File: src/hw/rtl/kpc_pkg.sv
// Shared types and constants for the key press classifier.
`default_nettype none

package kpc_pkg;

  localparam int unsigned KPC_OUT_W = 8;   // width of the key bit vectors on the ports
  localparam int unsigned KPC_TMR_W = 16;
  localparam int unsigned KPC_TICK_W = 8;
  localparam int unsigned KPC_IDX_W = 3;
  localparam int unsigned KPC_DATA_W = 16;

  localparam logic [KPC_TICK_W-1:0] TICK_MS_RST = 8'd10;
  localparam logic [KPC_TMR_W-1:0] SETTLE_MS_RST = 16'd10;
  localparam logic [KPC_TMR_W-1:0] SHORT_MIN_RST = 16'd20;
  localparam logic [KPC_TMR_W-1:0] LONG_MIN_RST = 16'd300;
  localparam logic [KPC_TMR_W-1:0] REPEAT_MS_RST = 16'd40;

  typedef enum logic [KPC_IDX_W-1:0] {
    REG_TICK_MS   = 3'd0,
    REG_SETTLE_MS = 3'd1,
    REG_SHORT_MIN = 3'd2,
    REG_LONG_MIN  = 3'd3,
    REG_REPEAT_MS = 3'd4
  } kpc_reg_t;

  typedef enum logic [2:0] {
    PH_IDLE    = 3'd0,
    PH_PRESSED = 3'd1,
    PH_LONG    = 3'd2,
    PH_RELEASE = 3'd3,
    PH_SHORT   = 3'd4
  } kpc_phase_t;

  typedef struct packed {
    logic [KPC_TICK_W-1:0] tick_ms;
    logic [KPC_TMR_W-1:0]  settle_ms;
    logic [KPC_TMR_W-1:0]  short_min;
    logic [KPC_TMR_W-1:0]  long_min;
    logic [KPC_TMR_W-1:0]  repeat_ms;
  } kpc_cfg_t;

  typedef struct packed {
    logic short_ev;
    logic long_ev;
    logic repeat_ev;
    logic held;
  } kpc_evt_t;

  // timer + tick, clamped at all ones
  function automatic logic [KPC_TMR_W-1:0] sat_add(input logic [KPC_TMR_W-1:0] a,
                                                   input logic [KPC_TICK_W-1:0] b);
    logic [KPC_TMR_W:0] s;
    s = {1'b0, a} + {{(KPC_TMR_W - KPC_TICK_W + 1){1'b0}}, b};
    return s[KPC_TMR_W] ? {KPC_TMR_W{1'b1}} : s[KPC_TMR_W-1:0];
  endfunction

endpackage

`default_nettype wire

File: src/hw/rtl/kpc_lane.sv
// One key's phase machine with its press, repeat and release timers.
`default_nettype none

module kpc_lane (
  input  wire logic             clk,
  input  wire logic             rst_n,
  input  wire logic             step,
  input  wire logic             level,
  input  wire kpc_pkg::kpc_cfg_t cfg,
  output kpc_pkg::kpc_evt_t     evt
);
  import kpc_pkg::*;

  kpc_phase_t phase_r, phase_nxt;
  logic [KPC_TMR_W-1:0] press_r, press_nxt;
  logic [KPC_TMR_W-1:0] rep_r, rep_nxt;
  logic [KPC_TMR_W-1:0] rel_r, rel_nxt;
  logic flag_r, flag_nxt;

  logic [KPC_TMR_W-1:0] press_sum, rep_sum, rel_sum;
  logic long_hit, rep_hit, settled, short_ok;

  assign press_sum = sat_add(press_r, cfg.tick_ms);
  assign rep_sum   = sat_add(rep_r, cfg.tick_ms);
  assign rel_sum   = sat_add(rel_r, cfg.tick_ms);
  assign long_hit  = press_sum >= cfg.long_min;
  assign rep_hit   = rep_sum >= cfg.repeat_ms;
  assign settled   = rel_sum >= cfg.settle_ms;
  assign short_ok  = (press_r >= cfg.short_min) && (press_r < cfg.long_min);

  // next phase
  always_comb begin
    unique case (phase_r)
      PH_PRESSED: begin
        if (!level) phase_nxt = PH_RELEASE;
        else if (long_hit) phase_nxt = PH_LONG;
        else phase_nxt = PH_PRESSED;
      end
      PH_LONG:    phase_nxt = level ? PH_LONG : PH_RELEASE;
      PH_RELEASE: begin
        if (!settled) phase_nxt = PH_RELEASE;
        else phase_nxt = short_ok ? PH_SHORT : PH_IDLE;
      end
      PH_SHORT:   phase_nxt = PH_IDLE;
      default:    phase_nxt = level ? PH_PRESSED : PH_IDLE;
    endcase
  end

  // timers, flag and events
  always_comb begin
    press_nxt = press_r;
    rep_nxt   = rep_r;
    rel_nxt   = rel_r;
    flag_nxt  = flag_r;
    evt       = '0;
    unique case (phase_r)
      PH_PRESSED: begin
        if (level) begin
          press_nxt = press_sum;
          if (long_hit) begin
            flag_nxt    = 1'b1;
            evt.long_ev = 1'b1;
            rep_nxt     = '0;
          end
        end else begin
          rel_nxt = '0;
        end
      end
      PH_LONG: begin
        if (level) begin
          rep_nxt = rep_hit ? '0 : rep_sum;
          evt.repeat_ev = rep_hit;
        end else begin
          press_nxt = '0;
          rel_nxt   = '0;
        end
      end
      PH_RELEASE: begin
        rel_nxt = rel_sum;
        if (settled) begin
          flag_nxt     = 1'b0;
          evt.short_ev = short_ok;
        end
      end
      PH_SHORT: ;
      default: begin
        press_nxt = '0;
        rep_nxt   = '0;
      end
    endcase
    evt.held = flag_nxt;
  end

  always_ff @(posedge clk) begin
    if (!rst_n) begin
      phase_r <= PH_IDLE;
      press_r <= '0;
      rep_r   <= '0;
      rel_r   <= '0;
      flag_r  <= 1'b0;
    end else if (step) begin
      phase_r <= phase_nxt;
      press_r <= press_nxt;
      rep_r   <= rep_nxt;
      rel_r   <= rel_nxt;
      flag_r  <= flag_nxt;
    end
  end

endmodule

`default_nettype wire

File: src/hw/rtl/kpc_merge.sv
// Gathers the lane events into port vectors and holds them in the result register.
`default_nettype none

module kpc_merge #(
  parameter int unsigned NUM_KEYS = 8
) (
  input  wire logic                             clk,
  input  wire logic                             rst_n,
  input  wire logic                             load,
  input  wire kpc_pkg::kpc_evt_t                evt [NUM_KEYS],
  input  wire logic                             out_stall,
  output logic                                  out_valid,
  output logic [kpc_pkg::KPC_OUT_W-1:0]         out_short_events,
  output logic [kpc_pkg::KPC_OUT_W-1:0]         out_long_events,
  output logic [kpc_pkg::KPC_OUT_W-1:0]         out_repeat_events,
  output logic [kpc_pkg::KPC_OUT_W-1:0]         out_long_held
);
  import kpc_pkg::*;

  logic [KPC_OUT_W-1:0] sh_v, lg_v, rp_v, hd_v;
  logic [KPC_OUT_W-1:0] sh_r, lg_r, rp_r, hd_r;
  logic valid_r, valid_nxt;

  // keys past the port width are dropped; missing keys read as zero
  for (genvar k = 0; k < KPC_OUT_W; k++) begin : g_bit
    if (k < NUM_KEYS) begin : g_key
      assign sh_v[k] = evt[k].short_ev;
      assign lg_v[k] = evt[k].long_ev;
      assign rp_v[k] = evt[k].repeat_ev;
      assign hd_v[k] = evt[k].held;
    end else begin : g_pad
      assign sh_v[k] = 1'b0;
      assign lg_v[k] = 1'b0;
      assign rp_v[k] = 1'b0;
      assign hd_v[k] = 1'b0;
    end
  end

  assign valid_nxt = load | (valid_r & out_stall);

  always_ff @(posedge clk) begin
    if (!rst_n) valid_r <= 1'b0;
    else valid_r <= valid_nxt;
  end

  always_ff @(posedge clk) begin
    if (load) begin
      sh_r <= sh_v;
      lg_r <= lg_v;
      rp_r <= rp_v;
      hd_r <= hd_v;
    end
  end

  assign out_valid         = valid_r;
  assign out_short_events  = sh_r;
  assign out_long_events   = lg_r;
  assign out_repeat_events = rp_r;
  assign out_long_held     = hd_r;

endmodule

`default_nettype wire

File: src/hw/rtl/key_press_classifier.sv
// Top level of the per-key short / long / repeat press classifier.
`default_nettype none

// Each input item is one scan tick with the pressed level of every key. Every
// key has its own lane (phase machine plus saturating 16-bit timers) and all
// lanes step together on the tick, so a new item is taken every cycle while
// in_stall is low; its result shows in the result register in the next cycle.
// Input stall rises only while that register is full and the receiver stalls it.
// The user must write configuration registers through the cfg port while no item
// is in flight (not enforced here); indexes past the last register are ignored.
module key_press_classifier #(
  parameter int unsigned NUM_KEYS = 8
) (
  input  wire logic                              clk,
  input  wire logic                              rst_n,
  input  wire logic                              cfg_wr_en,
  input  wire logic [kpc_pkg::KPC_IDX_W-1:0]     cfg_index,
  input  wire logic [kpc_pkg::KPC_DATA_W-1:0]    cfg_data,
  input  wire logic                              in_valid,
  output logic                                   in_stall,
  input  wire logic [kpc_pkg::KPC_OUT_W-1:0]     in_key_levels,
  output logic                                   out_valid,
  input  wire logic                              out_stall,
  output logic [kpc_pkg::KPC_OUT_W-1:0]          out_short_events,
  output logic [kpc_pkg::KPC_OUT_W-1:0]          out_long_events,
  output logic [kpc_pkg::KPC_OUT_W-1:0]          out_repeat_events,
  output logic [kpc_pkg::KPC_OUT_W-1:0]          out_long_held
);
  import kpc_pkg::*;

  kpc_cfg_t cfg_r, cfg_nxt;
  kpc_evt_t evt [NUM_KEYS];
  logic     step;

  always_comb begin
    cfg_nxt = cfg_r;
    if (cfg_wr_en) begin
      unique case (cfg_index)
        REG_TICK_MS:   cfg_nxt.tick_ms   = cfg_data[KPC_TICK_W-1:0];
        REG_SETTLE_MS: cfg_nxt.settle_ms = cfg_data;
        REG_SHORT_MIN: cfg_nxt.short_min = cfg_data;
        REG_LONG_MIN:  cfg_nxt.long_min  = cfg_data;
        REG_REPEAT_MS: cfg_nxt.repeat_ms = cfg_data;
        default: ;
      endcase
    end
  end

  always_ff @(posedge clk) begin
    if (!rst_n) begin
      cfg_r.tick_ms   <= TICK_MS_RST;
      cfg_r.settle_ms <= SETTLE_MS_RST;
      cfg_r.short_min <= SHORT_MIN_RST;
      cfg_r.long_min  <= LONG_MIN_RST;
      cfg_r.repeat_ms <= REPEAT_MS_RST;
    end else begin
      cfg_r <= cfg_nxt;
    end
  end

  assign in_stall = out_valid & out_stall;
  assign step     = in_valid & ~in_stall;

  for (genvar i = 0; i < NUM_KEYS; i++) begin : g_lane
    logic lvl;
    if (i < KPC_OUT_W) begin : g_in
      assign lvl = in_key_levels[i];
    end else begin : g_off
      assign lvl = 1'b0;
    end
    kpc_lane u_lane (
      .clk   (clk),
      .rst_n (rst_n),
      .step  (step),
      .level (lvl),
      .cfg   (cfg_r),
      .evt   (evt[i])
    );
  end

  kpc_merge #(.NUM_KEYS(NUM_KEYS)) u_merge (
    .clk               (clk),
    .rst_n             (rst_n),
    .load              (step),
    .evt               (evt),
    .out_stall         (out_stall),
    .out_valid         (out_valid),
    .out_short_events  (out_short_events),
    .out_long_events   (out_long_events),
    .out_repeat_events (out_repeat_events),
    .out_long_held     (out_long_held)
  );

endmodule

`default_nettype wire

File: config.mk
export PLATFORM = sky130hd
export DESIGN_NAME = key_press_classifier
export DESIGN_NICKNAME = d
export VERILOG_FILES = /design/src/hw/rtl/kpc_pkg.sv /design/src/hw/rtl/kpc_lane.sv /design/src/hw/rtl/kpc_merge.sv /design/src/hw/rtl/key_press_classifier.sv
export SDC_FILE = /design/constraint.sdc
export NUM_CORES = 2
export LEC_CHECK = 0
export ABC_AREA = 1
export BUFFER_PORTS_ARGS = -buffer_cell sky130_fd_sc_hd__buf_2
export CAP_MARGIN = 20
export CORE_ASPECT_RATIO = 1.25
export CORE_MARGIN = 2
export CORE_UTILIZATION = 66
export CTS_CLUSTER_DIAMETER = 200
export DETAILED_ROUTE_END_ITERATION = 10
export GPL_ROUTABILITY_DRIVEN = 0
export GPL_TIMING_DRIVEN = 0
export PLACE_DENSITY_LB_ADDON = 0.12
export SYNTH_ARGS = -nofsm -noshare
export SYNTH_HDL_FRONTEND = slang
export SYNTH_SLANG_ARGS = --single-unit
File: constraint.sdc
create_clock -name clk -period 6.52 [get_ports clk]
set_input_delay 0.652 -clock clk [delete_from_list [all_inputs] [get_ports clk]]
set_output_delay 0.652 -clock clk [all_outputs]
set_load 0.03 [all_outputs]
### Word level (Yosys, flattened, before mapping)

Index checks and enable logic that the tools add are counted.

| storage, ports and cells | value |
|---|---|
| register bits after elaboration | 521 |
| latch bits | 0 |
| bits in writable memories | 0 |
| ROM bits | 0 |
| output and inout bits | 34 |
| memories | 0 |

| operators by class | value |
|---|---|
| add/subtract/negate cells | 24 |
| multiply operators | 0 |
| divide/modulo/power cells | 0 |
| $lt $le $gt $ge | 40 |
| equal/unequal tests | 76 |
| shift-type cells | 0 |
| muxes and demuxes | 192 |
| bitwise logic cells | 12 |
| reduce and logical (&&, ||, !) cells | 86 |

Operators by type and width:

| kind | count |
|---|---|
| two-way mux 16 bit | 72 |
| case mux 16 bit (3 select lines) | 16 |
| >= comparator 16 bit | 32 |
| adder 16 x 8 -> 17 bit | 24 |
| case mux 16 bit (2 select lines) | 8 |
| less-than comparator 16 bit | 8 |
| case mux 3 bit (4 select lines) | 8 |
| two-way mux 3 bit | 24 |
| inequality test 2 bit (second input constant) | 32 |
| AND reduction 2 bit | 29 |
| equality test 3 x 2 -> 1 bit (second input constant) | 18 |
| two-way mux 1 bit | 48 |
| AND reduction 5 bit | 8 |
| AND reduction 4 bit | 8 |
| OR reduction 2 bit | 16 |
| equality test 3 x 1 -> 1 bit (second input constant) | 9 |
| equality test 3 bit (second input constant) | 9 |
| AND reduction 3 bit | 8 |
| two-way mux 2 bit | 8 |
| inequality test 2 x 1 -> 1 bit (second input constant) | 8 |
| case mux 1 bit (2 select lines) | 8 |
| nonzero test 2 bit | 8 |
| NOT 1 bit | 9 |
| logical AND 1 bit | 8 |
| 3 further kinds | 4 |

### Longest topological paths before layout

| logic depth | value |
|---|---|
| word-level depth | 6 |
| depth in mapped cells | 29 |
| depth with buffers taken out | 28 |

### Cells and area by module

Synthesis repeated with hierarchy kept, for this count alone.

| unflattened totals | value |
|---|---|
| cell total of the unflattened synthesis | 8492 |
| area, all modules | 53421.2 µm² |

Modules (own cells, without submodules):

| module | instances | cells an instance | area an instance (µm²) | sequential area each (µm²) |
|---|---|---|---|---|
| kpc_lane at g_lane[2].u_lane ... | 4 | 1000 | 6150.9 | 1041.0 |
| kpc_lane at g_lane[0].u_lane ... | 2 | 1003 | 6167.2 | 1041.0 |
| kpc_lane at g_lane[7].u_lane | 1 | 1036 | 6378.6 | 1041.0 |
| kpc_lane at g_lane[1].u_lane | 1 | 996 | 6163.4 | 1041.0 |
| key_press_classifier | 1 | 417 | 2940.3 | 1441.4 |
| kpc_merge | 1 | 37 | 1001.0 | 980.9 |

### Least setup slack after synthesis

OpenSTA, ideal clock, no wires.

| timing path | value |
|---|---|
| path kind | register to register |
| from | reg cfg_r[65] (netlist name) |
| to | reg g_lane[4].u_lane.rep_r[6] |
| setup time | 132 ps |
| arrival | 4461 ps |
| slack | 1927 ps |
| cell stages (with the launch flop) | 25 |
| buffers on the path | 2 |
| clock period less this slack | 4593 ps |
| cell sequence | dfxtp_1 -> fa_1 -> nand2_1 -> inv_1 -> nand2_1 -> nand2_1 -> a21oi_2 -> o21ai_4 -> nand3_2 -> buf_2 -> nand3_1 -> ha_1 -> a21oi_1 -> nor2_1 -> nor2_1 -> nand2_1 -> nand2_1 -> nand3_1 -> nand2_1 -> nand2_1 -> nand2_2 -> inv_2 -> buf_2 -> nand2_1 -> a21oi_1 |

| between the ends | value |
|---|---|
| word-level cells in the longest chain between the ends | 6 |
| elaborated cells between the ends (all ways) | 11 |
| classes of those cells | add/sub (2); order compare (2); eq/ne (1); mux (5); reduce/logical (1) |

RTL lines:

| what | line | source |
|---|---|---|
| from (decl) | key_press_classifier.sv:31 | `kpc_cfg_t cfg_r, cfg_nxt;` |
| from (signal assigned) | key_press_classifier.sv:57 | `cfg_r <= cfg_nxt;` |
| adder 16 x 8 -> 17 bit | kpc_pkg.sv:53 | `s = {1'b0, a} + {{(KPC_TMR_W - KPC_TICK_W + 1){1'b0}}, b};` |
| two-way mux 16 bit | kpc_pkg.sv:54 | `return s[KPC_TMR_W] ? {KPC_TMR_W{1'b1}} : s[KPC_TMR_W-1:0];` |
| >= comparator 16 bit | kpc_lane.sv:27 | `assign rep_hit = rep_sum >= cfg.repeat_ms;` |
| two-way mux 16 bit | kpc_lane.sv:71 | `rep_nxt = rep_hit ? '0 : rep_sum;` |
| two-way mux 16 bit | kpc_lane.sv:70 | `if (level) begin` |
| case mux 16 bit (3 select lines) | kpc_lane.sv:56 | `unique case (phase_r)` |
| to (signal assigned) | kpc_lane.sv:104 | `rep_r <= rep_nxt;` |
| to (decl) | kpc_lane.sv:16 | `logic [KPC_TMR_W-1:0] rep_r, rep_nxt;` |

Parallel ways exist; a longest one is shown, timed or not. The select of a mux whose other input is x is not followed.
A chain may end at the register's enable or synchronous reset.

### Final worst setup path

| timing path | value |
|---|---|
| from | reg cfg_r[64] (netlist name) |
| to | reg g_lane[7].u_lane.rep_r[10] |

| between the ends | value |
|---|---|
| word-level cells in the longest chain between the ends | 6 |
| elaborated cells between the ends (all ways) | 11 |
| classes of those cells | add/sub (2); order compare (2); eq/ne (1); mux (5); reduce/logical (1) |

RTL lines:

| what | line |
|---|---|
| adder 16 x 8 -> 17 bit | kpc_pkg.sv:53 |
| two-way mux 16 bit | kpc_pkg.sv:54 |
| >= comparator 16 bit | kpc_lane.sv:27 |
| two-way mux 16 bit | kpc_lane.sv:71 |
| two-way mux 16 bit | kpc_lane.sv:70 |
| case mux 16 bit (3 select lines) | kpc_lane.sv:56 |
| to (signal assigned) | kpc_lane.sv:104 |
| to (decl) | kpc_lane.sv:16 |

Parallel ways exist; a longest one is shown, timed or not. The select of a mux whose other input is x is not followed.

==> flow_summary_export.csv <==
group,metric,value,unit
setup_path,worstPathMaxFanout,14,
grt,grt_pass1_vias,51100,
power,ir_drop,226,uV
yosys,syn_area,0.0513,sq mm
timing,hold_viol,0,
placement,portBuffers,62,
layout,nNetsFinal,8950,
clocking,cts-htree-levels,2,
yosys,async_flop_share,0,
power,power,0.00852,W
timing,worst_pin_slew,1.24,ns
detailed_routing,ant_nets,0,
layout,drive_gt1_frac,0.0631,
yosys,ys_seq_area_frac,0.210,
clocking,clkLatencyLatePin,0.67,ns
timing,rsz0062_at_grt,"false",
yosys,yosysWarnings,0,
timing,setup_viol,0,
hold_path,hp-start,"out_stall",
setup_path,required,7.11,ns
yosys,synth_top_area_share,0.201,
power,power_density,153,mW/mm^2
yosys,synth_edf_count,32,
grt,grt_pass1_wl,267,mm
clocking,postCtsSetupBuffers,0,
grt,grt_usage,0.424,
clocking,clkTransAtPathRegs,0.06,ns
floorplan,fp.dieW,253,microns
setup_path,start_kind,"register",
timing,slew_violations,0,
timing,maxSlewHeadroom,0.171,
setup_path,crit_slowest_cell,"dfxtp_2",
yosys,synth-seq-cells,521,
run_status,status,"finished clean",
floorplan,start_util,0.665,
yosys,synth_top_cells_by_area,"ha_1, dfxtp_1, nand2_1",
clocking,cts.sinks,521,
clocking,numCtsBuffers,59,
hold_path,hold_class,"in2reg",
timing,holdWs,0.277,ns
timing,final.setup.tns,0,ns
layout,syn2layout_area_growth,8.25,%
floorplan,dieArea,0.0800,sq mm
setup_path,crit_path_frequent_cell,"nand2_1",
timing,min_period_over_period,0.775,
setup_path,cp.arrival,5.64,ns
floorplan,core_area,0.0772,sq mm
setup_path,end_kind,"register",
placement,dp_hpwl,128,mm
yosys,synth_cell_types,61,
layout,finalInstanceArea,0.0555,sq mm
placement,dpl_worst_slack,1.65,ns
layout,multiInputGateArea,0.0361,sq mm
detailed_routing,routed_wl,174,mm
detailed_routing,drtPass1Iterations,9,
clocking,postCtsHoldBufs,0,
grt,antenna_found_initial,15,
timing,setup_slack,1.47,ns
timing,fin_worst_skew,0.0284,ns
yosys,postSynthAreaPerCell,6.47,sq um
grt,grt_overflow,0,
detailed_routing,drc,0,
setup_path,r2r_start,"cfg_r[64]",
grt,grt_max_degree,42,
clocking,ctsResizeCount,0,
clocking,cts_root_buffer,"clkbuf_16",
detailed_routing,drtIter0Drc,5145,
timing,max_freq,0.198,GHz
yosys,synth_cells,7930,
setup_path,worstSetupStartpoint,"cfg_r[64]",
placement,dpl-instance-area,0.0533,sq mm
job,cap_violations,0,
detailed_routing,via_count,55400,
yosys,synth-main-ff-cell,"dfxtp_1",
detailed_routing,avgRoutedWirePerCell,19.0,microns
yosys,synth_fp_nets,8810,
floorplan,die_h,316,microns
layout,regArea,0.0108,sq mm
setup_path,crit_type,"reg2reg",
floorplan,ios,66,
clocking,cts_buffer_depth,3,
floorplan,num_rows,114,
clocking,cts_tree,"done",
setup_path,worstPathCellList,"buf_12 -> ha_1 -> fa_1 -> nand2_1 -> o21ai_2 -> nand3_1 -> nand2_1 -> nand2_1 -> inv_2 -> nand2_2 -> buf_2 -> nand3_1 -> ha_1 -> a21oi_1 -> o21ai_0 -> nor2_1 -> nand4_1 -> nand3_2 -> clkbuf_1 -> nand2_1 -> a21oi_1",
power,leakage,27.7,nW
layout,fill_cells,6680,
yosys,synth_top_cell_by_area,"ha_1",
timing,period_needed,5.05,ns
detailed_routing,via_per_inst,6.04,
setup_path,cpPeakStageDelay,0.79,ns
## through the flow
stage / std cells / util
after floorplan: 7930 / -
after global routing: 9166 / 0.719
after detailed placement: 9050 / 0.690
after CTS: 9160 / 0.718
final: 9174 / 0.719
after global placement: 9036 / 0.685
## synth_stat cells (all sizes together) (43+ instances only)
cell type  number
xor2           57
nand3         628
clkbuf         87
dfxtp         489
or2            47
ha            824
nand3b         43
inv           961
nor3          177
nand2        2506
nand4         119
buf            66
a21oi         851
nor2          523
o21ai         262
## critical path: cells and delay by family, from the launching register on
family	cells	cell delay, ns
buffers and inverters	4	1.04
flip-flops	1	0.79
adder cells (fa/ha/maj)	3	0.69
AND/OR/NAND/NOR	10	1.80
AO/OA/AOI/OAI	4	0.61
## cell type report
class	count	area share
well taps	1044	0.0235
clock buffers	75	0.0310
flip-flops and latches	521	0.194
multi-input cells	6293	0.651
diodes	11	0.000496
repair buffers	79	0.0132
plain buffers	153	0.0141
clock inverters	35	0.00762
inverters	963	0.0653
## path summary, 6_finish.rpt
check                                                   to  slack [ns]  cells after the start
worst min-delay path                     u_merge.out_valid        0.28                      3
worst max register to register  g_lane[7].u_lane.rep_r[10]        1.47                     21
worst min register to register   g_lane[5].u_lane.rep_r[4]        0.47                      2
worst max-delay path            g_lane[7].u_lane.rep_r[10]        1.47                     21
## registers in the layout (all words and copies together) (netlist names)
signal	cells
g_lane.u_lane.press_r	128
g_lane.u_lane.rel_r	128
g_lane.u_lane.rep_r	128
cfg_r	72
g_lane.u_lane.phase_r	24
g_lane.u_lane.flag_r	8
u_merge.out_long_events	8
u_merge.out_long_held	8
u_merge.out_repeat_events	8
u_merge.out_short_events	8
u_merge.out_valid	1
## layout by cell type, fill, tap and decap left out, types with 37 or more instances in the layout
cell type / synthesis / layout
nor3_1: 167 / 167
dfxtp_1: 489 / 481
a21oi_1: 835 / 835
nand3_1: 606 / 606
o21ai_0: 238 / 238
nand2_2: 37 / 37
clkbuf_1: 87 / 86
nand2_1: 2467 / 2467
or2_2: 45 / 45
nand4_1: 114 / 114
buf_2: 36 / 98
nand3b_1: 42 / 42
nor2_1: 489 / 489
ha_1: 824 / 824
inv_2: 38 / 38
inv_1: 920 / 920
clkbuf_16: 0 / 63
xor2_1: 57 / 57
## cell families (layout without fill, tap and decap cells)
family / after synthesis / count (layout) / share of synthesized area
buf+inv: 1116 / 1305 / 0.0858
flops: 521 / 521 / 0.210
other cells: 0 / 11 / 0
xor+xnor: 82 / 82 / 0.0140
compound gates: 1275 / 1275 / 0.137
simple gates: 4088 / 4088 / 0.343
fa+ha+maj: 848 / 848 / 0.210
## power breakdown
part	leakage (nW)	switching (W)	total [W]	internal (W)
Combinational	22.4	0.00103	0.00144	0.000413
Sequential	4.27	0.0000560	0.00331	0.00326
Clock	1.03	0.00158	0.00376	0.00219
Total	27.7	0.00266	0.00852	0.00586
## metal layers
layer | part of all wire | global-route usage
met1 | 0.37 | 0.484
met2 | 0.43 | 0.681
met3 | 0.11 | 0.0964
met4 | 0.094 | 0.341
met5 | 0.00048 | 0
(Power assumes the default switching activity.)
